File: src/hw/rtl/eqr_pkg.sv
// Shared types and constants for the event queue with retransmit.
package eqr_pkg;

  localparam int unsigned EQR_DEPTH = 8;

  localparam int unsigned CODE_W = 8;
  localparam int unsigned WORD_W = 32;
  localparam int unsigned SEQ_W = 16;
  localparam int unsigned CTR_W = 16;
  localparam int unsigned SENDS_W = 4;
  localparam int unsigned PEND_W = 4;
  localparam int unsigned MS_W = 16;

  // Configuration port.
  localparam int unsigned CFG_IDX_W = 2;
  localparam int unsigned CFG_DATA_W = 16;
  localparam logic [CFG_IDX_W-1:0] REG_RETRY_GAP = 2'd0;
  localparam logic [CFG_IDX_W-1:0] REG_SEND_LIMIT = 2'd1;
  localparam logic [CFG_IDX_W-1:0] REG_HOST_WINDOW = 2'd2;

  localparam logic [MS_W-1:0] RETRY_GAP_RST = 16'd200;
  localparam logic [SENDS_W-1:0] SEND_LIMIT_RST = 4'd3;
  localparam logic [MS_W-1:0] HOST_WINDOW_RST = 16'd3000;

  localparam logic MODE_NOTE = 1'b0;
  localparam logic MODE_TICK = 1'b1;

  typedef struct packed {
    logic              mode;
    logic [CODE_W-1:0] event_code;
    logic [WORD_W-1:0] event_detail;
    logic [WORD_W-1:0] now_ms;
    logic [WORD_W-1:0] host_last_ms;
    logic              link_space;
  } item_t;

  typedef struct packed {
    logic              sent;
    logic [CODE_W-1:0] out_code;
    logic [WORD_W-1:0] out_detail;
    logic [SEQ_W-1:0]  out_seq;
    logic [CTR_W-1:0]  total_low;
    logic [CTR_W-1:0]  dropped_count;
    logic [PEND_W-1:0] pending;
    logic              idle;
  } result_t;

  typedef struct packed {
    logic [MS_W-1:0]    retry_gap_ms;
    logic [SENDS_W-1:0] send_limit;
    logic [MS_W-1:0]    host_window_ms;
  } cfg_t;

  typedef struct packed {
    logic [CODE_W-1:0] code;
    logic [WORD_W-1:0] detail;
    logic [SEQ_W-1:0]  seq;
  } entry_t;

endpackage

File: src/hw/rtl/eqr_ring.sv
// Ring buffer state, entry memory and the per-item update logic.
module eqr_ring
  import eqr_pkg::*;
#(
  parameter int unsigned DEPTH = EQR_DEPTH
) (
  input  logic    clk,
  input  logic    rst_n,
  input  logic    item_valid,
  input  item_t   item,
  input  cfg_t    cfg,
  output result_t result
);

  localparam int unsigned IDX_W = $clog2(DEPTH);
  localparam int unsigned CNT_W = $clog2(DEPTH + 1);
  localparam int unsigned SUM_W = CNT_W + 1;

  // Only code, detail and sequence number live in the memory. Send count and
  // last send time matter for the head entry alone, so they are registers.
  entry_t mem [DEPTH];
  entry_t head_entry_r;

  logic [IDX_W-1:0]   head_r, head_nxt;
  logic [CNT_W-1:0]   fill_r, fill_nxt;
  logic [SEQ_W-1:0]   seq_r, seq_nxt;
  logic [CTR_W-1:0]   total_r, total_nxt;
  logic [CTR_W-1:0]   drop_r, drop_nxt;
  logic [SENDS_W-1:0] sends_r, sends_nxt;
  logic [WORD_W-1:0]  last_r, last_nxt;

  logic               full;
  logic [IDX_W-1:0]   head_inc;
  logic [SUM_W-1:0]   slot_sum;
  logic [IDX_W-1:0]   slot;
  logic               wr_en;
  entry_t             wr_entry;
  logic [WORD_W-1:0]  seen_age;
  logic [WORD_W-1:0]  send_age;
  logic               can_send;
  logic [SENDS_W-1:0] sends_inc;

  assign full     = (fill_r == CNT_W'(DEPTH));
  assign head_inc = (head_r == IDX_W'(DEPTH - 1)) ? '0 : head_r + IDX_W'(1);

  // When full, the oldest entry is dropped and its slot takes the new one.
  always_comb begin
    slot_sum = SUM_W'(head_r) + SUM_W'(fill_r);
    if (slot_sum >= SUM_W'(DEPTH)) begin
      slot_sum = slot_sum - SUM_W'(DEPTH);
    end
    slot = full ? head_r : slot_sum[IDX_W-1:0];
  end

  assign seen_age  = item.now_ms - item.host_last_ms;
  assign send_age  = item.now_ms - last_r;
  assign sends_inc = sends_r + SENDS_W'(1);

  assign can_send = (fill_r != '0) && (item.host_last_ms != '0)
                    && (seen_age < WORD_W'(cfg.host_window_ms)) && item.link_space
                    && ((sends_r == '0) || (send_age >= WORD_W'(cfg.retry_gap_ms)));

  assign wr_en           = item_valid && (item.mode == MODE_NOTE) && (item.event_code != '0);
  assign wr_entry.code   = item.event_code;
  assign wr_entry.detail = item.event_detail;
  assign wr_entry.seq    = seq_r + SEQ_W'(1);

  always_comb begin
    head_nxt  = head_r;
    fill_nxt  = fill_r;
    seq_nxt   = seq_r;
    total_nxt = total_r;
    drop_nxt  = drop_r;
    sends_nxt = sends_r;
    last_nxt  = last_r;
    result    = '0;
    if (wr_en) begin
      seq_nxt   = wr_entry.seq;
      total_nxt = total_r + CTR_W'(1);
      if (full) begin
        head_nxt  = head_inc;
        drop_nxt  = drop_r + CTR_W'(1);
        sends_nxt = '0;
        last_nxt  = '0;
      end else begin
        fill_nxt = fill_r + CNT_W'(1);
      end
    end else if (item_valid && (item.mode == MODE_TICK) && can_send) begin
      result.sent       = 1'b1;
      result.out_code   = head_entry_r.code;
      result.out_detail = head_entry_r.detail;
      result.out_seq    = head_entry_r.seq;
      if (sends_inc >= cfg.send_limit) begin
        head_nxt  = head_inc;
        fill_nxt  = fill_r - CNT_W'(1);
        sends_nxt = '0;
        last_nxt  = '0;
      end else begin
        sends_nxt = sends_inc;
        last_nxt  = item.now_ms;
      end
    end
    result.total_low     = total_nxt;
    result.dropped_count = drop_nxt;
    result.pending       = PEND_W'(fill_nxt);
    result.idle          = (fill_nxt == '0);
  end

  // The read port follows the next head, with the write forwarded when a new
  // entry lands in the head slot of an empty queue.
  always_ff @(posedge clk) begin
    if (wr_en) begin
      mem[slot] <= wr_entry;
    end
    if (wr_en && (slot == head_nxt)) begin
      head_entry_r <= wr_entry;
    end else begin
      head_entry_r <= mem[head_nxt];
    end
  end

  always_ff @(posedge clk) begin
    if (!rst_n) begin
      head_r  <= '0;
      fill_r  <= '0;
      seq_r   <= '0;
      total_r <= '0;
      drop_r  <= '0;
      sends_r <= '0;
      last_r  <= '0;
    end else begin
      head_r  <= head_nxt;
      fill_r  <= fill_nxt;
      seq_r   <= seq_nxt;
      total_r <= total_nxt;
      drop_r  <= drop_nxt;
      sends_r <= sends_nxt;
      last_r  <= last_nxt;
    end
  end

endmodule

File: src/hw/rtl/event_queue_retransmit.sv
// Event log queue with repeated sending of the oldest entry: top level.
//
// A note item (mode 0, nonzero code) appends an event, dropping the oldest
// one when the queue is full; a tick item (mode 1) sends the head event when
// the host is online, the link has space and the resend gap has passed. The
// block takes one item every cycle: busy is high during reset, drops at the
// first clock edge after rst_n rises and stays low from then on. Each item
// yields exactly one result, shown on out_valid for a single cycle. The item
// passes through the input register and then through the queue update logic
// into the result register. The receiver cannot hold results off and must
// take each one in the cycle it appears.
module event_queue_retransmit
  import eqr_pkg::*;
#(
  parameter int unsigned DEPTH = EQR_DEPTH
) (
  input  logic                  clk,
  input  logic                  rst_n,
  input  logic                  start,
  output logic                  busy,
  input  item_t                 in_item,
  output logic                  out_valid,
  output result_t               out_result,
  input  logic                  cfg_we,
  input  logic [CFG_IDX_W-1:0]  cfg_idx,
  input  logic [CFG_DATA_W-1:0] cfg_wdata
);

  logic    busy_r;
  logic    item_valid_r;
  item_t   item_r;
  cfg_t    cfg_r;
  result_t ring_result;
  logic    out_valid_r;
  result_t out_result_r;

  always_ff @(posedge clk) begin
    if (!rst_n) begin
      busy_r       <= 1'b1;
      item_valid_r <= 1'b0;
      out_valid_r  <= 1'b0;
    end else begin
      busy_r       <= 1'b0;
      item_valid_r <= start && !busy_r;
      out_valid_r  <= item_valid_r;
    end
  end

  always_ff @(posedge clk) begin
    item_r       <= in_item;
    out_result_r <= ring_result;
  end

  always_ff @(posedge clk) begin
    if (!rst_n) begin
      cfg_r.retry_gap_ms   <= RETRY_GAP_RST;
      cfg_r.send_limit     <= SEND_LIMIT_RST;
      cfg_r.host_window_ms <= HOST_WINDOW_RST;
    end else if (cfg_we) begin
      case (cfg_idx)
        REG_RETRY_GAP:   cfg_r.retry_gap_ms   <= cfg_wdata[MS_W-1:0];
        REG_SEND_LIMIT:  cfg_r.send_limit     <= cfg_wdata[SENDS_W-1:0];
        REG_HOST_WINDOW: cfg_r.host_window_ms <= cfg_wdata[MS_W-1:0];
        default: ;
      endcase
    end
  end

  eqr_ring #(
    .DEPTH(DEPTH)
  ) u_ring (
    .clk       (clk),
    .rst_n     (rst_n),
    .item_valid(item_valid_r),
    .item      (item_r),
    .cfg       (cfg_r),
    .result    (ring_result)
  );

  assign busy       = busy_r;
  assign out_valid  = out_valid_r;
  assign out_result = out_result_r;

endmodule

File: config.mk
export PLATFORM = sky130hd
export DESIGN_NAME = event_queue_retransmit
export DESIGN_NICKNAME = d
export VERILOG_FILES = /design/src/hw/rtl/eqr_pkg.sv /design/src/hw/rtl/eqr_ring.sv /design/src/hw/rtl/event_queue_retransmit.sv
export SDC_FILE = /design/constraint.sdc
export NUM_CORES = 1
export LEC_CHECK = 0
export BUFFER_PORTS_ARGS = -buffer_cell sky130_fd_sc_hd__buf_2
export CORE_ASPECT_RATIO = 0.5
export CORE_MARGIN = 2
export CORE_UTILIZATION = 30
export CTS_BUF_LIST = sky130_fd_sc_hd__clkbuf_16
export DETAILED_ROUTE_END_ITERATION = 7
export PLACE_DENSITY = 0.44
export REMOVE_ABC_BUFFERS = 1
export SLEW_MARGIN = 20
export SYNTH_ARGS = -nofsm -noshare
export SYNTH_HDL_FRONTEND = slang
export SYNTH_SLANG_ARGS = --single-unit
File: constraint.sdc
create_clock -name clk -period 10 [get_ports clk]
set_input_delay 0 -clock clk [delete_from_list [all_inputs] [get_ports clk]]
set_output_delay 0 -clock clk [all_outputs]
set_load 0.01 [all_outputs]
==> metrics.txt, run 1 <==
Starting Density=0.302; per-cell routed wire length=19.3 µm; drt total wl=84.2 mm; slew at the pin with the worst max-slew slack=1.09 ns; CTS tree=done; die area=111000 µm²; clk_lat worst skew=0.66 ns; GR Util All Layers=0.151; Switch Pwr=1.61 mW; Setup-failing EPs final=0; Warnings, synthesis=0; Area Growth Syn to Fin=23.1%; data arrival time of the critical path=6.71 ns; Synth top area share=0.414; area leader, netlist=edfxtp_1; Tcrit/Tclk final=0.619; setup bufs post-CTS=0; P_leak=14.3 nW; Overflow after GRT=0; Fin Setup TNS=0 ns; final non-filler cell total=4372; setup slack at placement=3.81 ns; Worst-path clk slew=0.07 ns; hold bufs inserted after CTS=231; Post-synth EDFFs=448; via/cell ratio=4.71; Final min period=6.19 ns; clk buf depth=3; router iterations before antenna repair=7; max_cap viols=0; multi-input logic area=11500 µm²; top post-synthesis cells by area=edfxtp_1, dfxtp_1, mux4_2; Post-Syn Instances=2420; core area=108000 µm²; Hold Crit Class=in2reg; Pint=5.23 mW; fill cell count=10400; FFs w/ async S/R, synth=0; clock power share=0.420; CP max FO=54; fin worst setup slack=3.81 ns; setup slack, reg-to-reg=3.81 ns; met1 Use GR=0.198; count of final max-slew check failures=0; peak supply drop=0.114 mV; sequential fraction of the synthesis area=0.619; Primary FF master, synth=edfxtp_1; Unique masters post-synth=95; GRT busiest layer=met2; met3 GRT Util=0.0261; gpl congestion=0.820; DRT iter0 DRCs=1113; NumNets Final=3110; layout cells sized above 1=0.199; Power Dens Cells=171 nW/µm²; Post-Syn Area=32500 µm²; first-pass GRT wire length=128 mm; Post-DP HPWL=53.1 mm; critical path launch point type=flop; H-tree Lvls=3; initial antenna violation count=1; Placed Cells incl. Taps=3996; Die X=469 µm; RSZ-0062 raised after global routing=no; combinational power share=0.073; relative slew slack=0.270; DRC Markers=0; Top Ports=224; post-CTS resize count=0; largest net degree at the start of global routing=64; clock sinks=781; Fmax achieved=161 MHz; port buffer count=223; die span in y=237 µm; met2 Usage GRT=0.254; placement row count=85; status=finished clean; CTS root buf=clkbuf_16; Min-Delay Startpoint=in_item[76]; FF/Latch Area=20100 µm²; vias in the first global route=21400; Num CTS Buffers=78; Reg-to-Reg Start=item_r[42]; Crit. End Element=flop; synthesis-stage register bit count=781; critical path startpoint=item_r[42]; final hold viol count=0; worst endpoint required time=10.51 ns; Antenna Cells=0; DRT antenna net count=0; Worst Path Class, Setup=reg2reg; Syn Area/Cell=13.4 µm²; DR vias=20600; sequential power share=0.507; Worst Skew=0.0234 ns; Sw Share=0.235
critical path: stages (launching register included):
cell and delay [ns]:
dfxtp_1 0.53, ha_1 0.36, and3_1 0.21, a32oi_1 0.39, and4bb_1 0.28, a21oi_1 0.12
xor2_1 0.18, ha_1 0.32, nand4b_1 0.43, a221oi_2 0.33, nand4_1 0.17, nor2_1 0.13
nand4_1 0.10, or4_4 0.54, nor4_4 0.31, nand4b_4 0.20, a211o_4 0.55, buf_4 0.51
nand3_1 0.23, a21oi_2 0.06
per-layer routing:
metal	up-vias	part of all wire
li1	9886	-
met2	328	0.48
met5	-	0
met4	0	0.026
met1	10300	0.46
met3	118	0.037
registers in the layout, summed over array words and instances, names as in the netlist, named ones only:
register and count:
u_ring.drop_r 16, u_ring.sends_r 4, item_r 106, out_valid 1
busy 1, u_ring.seq_r 16, cfg_r 36, u_ring.head_r 3
u_ring.mem 448, u_ring.last_r 32, item_valid_r 1, u_ring.total_r 16
u_ring.fill_r 4, out_result 94
final cells by class:
type	count	area share
Clock inverter	63	0.0113
Inverter	126	0.0120
Multi-Input combinational cell	1405	0.287
Tap cell	1435	0.0449
Clock buffer	82	0.0513
Timing Repair Buffer	480	0.0906
Sequential cell	781	0.503
cells in the final DEF (no fill, tap or decap), types with 8 or more instances in the layout:
master         instances
nor2b_1                8
o21a_1                13
mux2i_1               71
nand4_1               36
ha_1                 107
o21ai_0               35
o211ai_1              25
clkbuf_16             82
clkinv_1              15
inv_1                141
nand3b_1               8
dlygate4sd3_1        231
o21ai_1               15
or3_1                 11
buf_2                223
and3_1                19
nand2_1              169
and2_1                37
nand2b_1              13
dfxtp_1              330
nor2_1               146
nand3_2               31
a21o_1                32
nor3_1                27
a21oi_1              108
a21oi_2               32
buf_4                 26
xor2_1                45
a211oi_1              15
and4_1                11
mux4_2               112
xnor2_1               56
nand3_1               86
edfxtp_1             448
nor4_1                19
clkinv_2               8
a31oi_1               10
power by group through the flow:
| stage | combinational, mW | clock (mW) | sequential (mW) |
|---|---|---|---|
| global placement | 0.430 | 0 | 3.54 |
| floorplan | 0.286 | 0 | 3.52 |
| detailed placement | 0.429 | 0 | 3.54 |
| global route | 0.551 | 3.11 | 3.47 |
| finish | 0.497 | 2.88 | 3.47 |
| CTS | 0.500 | 2.98 | 3.47 |
cells by family after synthesis:
group,Yosys count,share of synthesized area
compound gates,349,0.0742
xor+xnor,101,0.0272
fa+ha+maj,110,0.0430
buf+inv,234,0.0303
flops,781,0.619
mux,183,0.0995
simple gates,662,0.107
stage by stage:
| step | util | hold slack, ns | total power [mW] | instance area (µm²) |
|---|---|---|---|---|
| floorplan | - | 0.0277 | 3.81 | 32000 |
| global route | 0.372 | 0.0138 | 7.13 | 40000 |
| detailed placement | 0.327 | 0.104 | 3.97 | 35200 |
| global placement | 0.327 | 0.102 | 3.97 | 35200 |
| CTS | 0.372 | 0.00219 | 6.95 | 40000 |
| finish | 0.372 | 0.0495 | 6.84 | 40000 |
cells in the mapped netlist, types with 45 or more instances:
master / instances
mux4_2: 112
nand2_1: 169
clkbuf_1: 61
nor2_1: 151
a21oi_1: 108
dfxtp_1: 333
ha_1: 107
xnor2_1: 56
nand3_1: 86
xor2_1: 45
mux2i_1: 71
edfxtp_1: 448
inv_1: 123
final timing paths:
path,end,depth (start not counted)
setup / recovery,u_ring.last_r[25],19
hold / removal,item_r[76],2
setup reg to reg,u_ring.last_r[25],19
hold reg to reg,out_result[20],1
(Power assumes the default switching activity.)
==> run 2, diff against run 1 <==
- PLACE_DENSITY: 0.44 -> 0.46
- clock period: 10 -> 5 ns (I/O delays scaled with it)
==> run 2 against run 1 <==
The flow now finishes with violations (setup timing). First-iteration DRC count is 12% higher. Global-route usage is 0.23 points higher. Critical path depth is 4 higher. Cell count is 2.4% higher. Largest power group unchanged.
==> metrics.txt, run 2 (synthesis gave the netlist of run 1 again) <==
status=finished with violations; failing checks=setup timing; CTS tree=done; CP Buf/Inv Count=4 (+3); Finished Cell Area=42300 µm² (+5.8%); CP max FO=5 (-91%); Final Hold Slack=0.0464 ns (-0.00305 ns); final hold viol count=0 (unchanged); largest net degree at the start of global routing=65 (+1.6%); via/cell ratio=4.73 (+0.41%); clk_lat worst skew=0.66 ns (about the same); critical path launch point type=flop; relative slew slack=0.356 (+0.0860); Antenna Cells=0 (unchanged); Placed Cells incl. Taps=4071 (+1.9%); port buffer count=223 (unchanged); DRT iter0 DRCs=1245 (+12%); fin worst setup slack=-0.00772 ns (-3.81 ns); Final min period=5.01 ns (-1.19 ns); most common cell after layout, fill and taps aside=edfxtp_1; die area=111000 µm² (unchanged); Fmax achieved=200 MHz (+24%); Worst Path Class, Setup=reg2reg; Power Dens Cells=324 nW/µm² (+89%); Starting Density=0.302 (unchanged); Hold Crit Class=in2reg; Biggest register=u_ring.mem; clock sinks=781 (unchanged); placed cell areas=35900 µm² (+2.2%); Setup-failing EPs final=3 (+3); max reg flops=448 (unchanged); final non-filler cell total=4479 (+2.4%); Area Growth Syn to Fin=30.2%; Worst-path clk slew=0.07 ns (about the same); GR Util All Layers=0.153 (+0.00229); gpl congestion=0.847 (+3.3%); layout cells sized above 1=0.272 (+0.0732); die span in y=237 µm (unchanged); H-tree Lvls=3 (unchanged); DR vias=21200 (+2.9%); Overflow after GRT=0 (unchanged); clk buf depth=3 (unchanged); setup slack at placement=-0.300 ns (-4.11 ns); per-cell routed wire length=19.3 µm (+0.37%); NumNets Final=3220 (+3.5%); slew at the pin with the worst max-slew slack=0.965 ns (-0.129 ns); first-pass GRT wire length=131 mm (+1.8%); worst endpoint required time=5.50 ns (-5.01 ns); RSZ-0062 raised after global routing=yes; placement row count=85 (unchanged); core area=108000 µm² (unchanged); Tcrit/Tclk final=1.00 (+0.382); Num CTS Buffers=75 (-3.8%); router iterations before antenna repair=5 (-2); crit-path cells=inv_1, ha_4, a21o_1, a21oi_2, a21o_1, and3_1, o21ai_1, xor2_1, ha_1, and4_1, o21ai_0, nor2_2, a2111oi_4, nand4_1, or4_4, nor4_4, nand4b_4, buf_6, buf_6, a211oi_4, buf_12, mux2i_4, a21oi_1; vias in the first global route=21500 (+0.51%); peak supply drop=0.211 mV (+86%); DRC Markers=0 (unchanged); DRT antenna net count=0 (unchanged); drt total wl=86.6 mm (+2.8%); Top Ports=224 (unchanged); CP top delay family=simple AND/OR/NAND/NOR gates; Crit. End Element=flop; max_cap viols=0 (unchanged); count of final max-slew check failures=0 (unchanged); P_leak=15.1 nW (+5.3%); critical-path cell with the highest stage delay=or4_4; CTS root buf=clkbuf_16; initial antenna violation count=0 (-1); slowest stage delay, CP=0.54 ns (about the same); commonest non-fill, non-tap cells in the layout=edfxtp_1, dfxtp_1, dlygate4sd3_1; Worst Skew=0.0243 ns (+0.000938 ns); Post-DP HPWL=53.3 mm (+0.51%); data arrival time of the critical path=5.51 ns (-1.20 ns); Die X=469 µm (unchanged)
==> run 2: changes by cell type in the layout (fill, tap and decap cells not counted), sizes merged <==
cell | before | now
inv | 153 | 144
clkbuf | 82 | 83
dlygate4sd3 | 231 | 239
bufinv | 3 | 5
clkinv | 28 | 37
clkinvlp | 5 | 2
buf | 249 | 348
==> run 2: power breakdown <==
part,switching (mW),internal (mW)
Combinational,0.578,0.539
Clock,2.54,3.10
Sequential,0.0897,6.84
==> run 2: worst register-to-register path: stages (launching register included) <==
cell and delay, ns:
dfxtp_1 0.33, inv_1 0.08, ha_4 0.25, a21o_1 0.20
a21oi_2 0.20, a21o_1 0.18, and3_1 0.21, o21ai_1 0.09
xor2_1 0.23, ha_1 0.29, and4_1 0.19, o21ai_0 0.11
nor2_2 0.09, a2111oi_4 0.29, nand4_1 0.14, or4_4 0.54
nor4_4 0.29, nand4b_4 0.18, buf_6 0.16, buf_6 0.10
a211oi_4 0.23, buf_12 0.16, mux2i_4 0.21, a21oi_1 0.09
==> run 2: worst paths after layout <==
check                                         from          endpoint  slack [ns]  cells after the start
worst max register to register           item_r[4]  u_ring.fill_r[1]      -0.008                     23
worst min register to register  u_ring.total_r[15]    out_result[36]        0.45                      1
worst max-delay path                     item_r[4]  u_ring.fill_r[1]      -0.008                     23
worst min-delay path                    in_item[1]         item_r[1]        0.05                      2
==> run 2: layout make-up <==
type                            count  area [µm²]
Inverter                          126         487
Sequential cell                   781       20200
Fill cell                       10200       65200
Multi-Input combinational cell   1405       12400
Clock buffer                       77        1930
Clock inverter                     62         512
Timing Repair Buffer              593        4990
Tap cell                         1435        1800
==> run 2: per-stage QoR <==
step	utilization	setup TNS [ns]	total power, mW
2_1_floorplan	-	-396.06	7.62
3_5_place_dp	0.334	-23.92	7.99
5_1_grt	0.394	-8.95	14.3
6_report	0.394	-0.0132	13.7
3_3_place_gp	0.334	-18.56	7.99
4_1_cts	0.384	-0.0358	13.9
==> run 2: repair_timing <==
item                                   CTS  global route
endpoints found under the hold margin  175             0
pin swaps                               35           105
hold buffers                           239             0
gates cloned                             6             6
buffers inserted                        17             7
setup endpoints to repair              106           106
resized for setup                       47           200
==> run 2: metal layers <==
metal	track usage	wire length [µm]	vias to the layer above	part of all wire
li1	-	-	10100	-
met4	0.0353	1480	0	0.017
met1	0.207	39800	10600	0.46
met3	0.0244	2950	87	0.034
met5	0	0	-	0
met2	0.258	42400	346	0.49
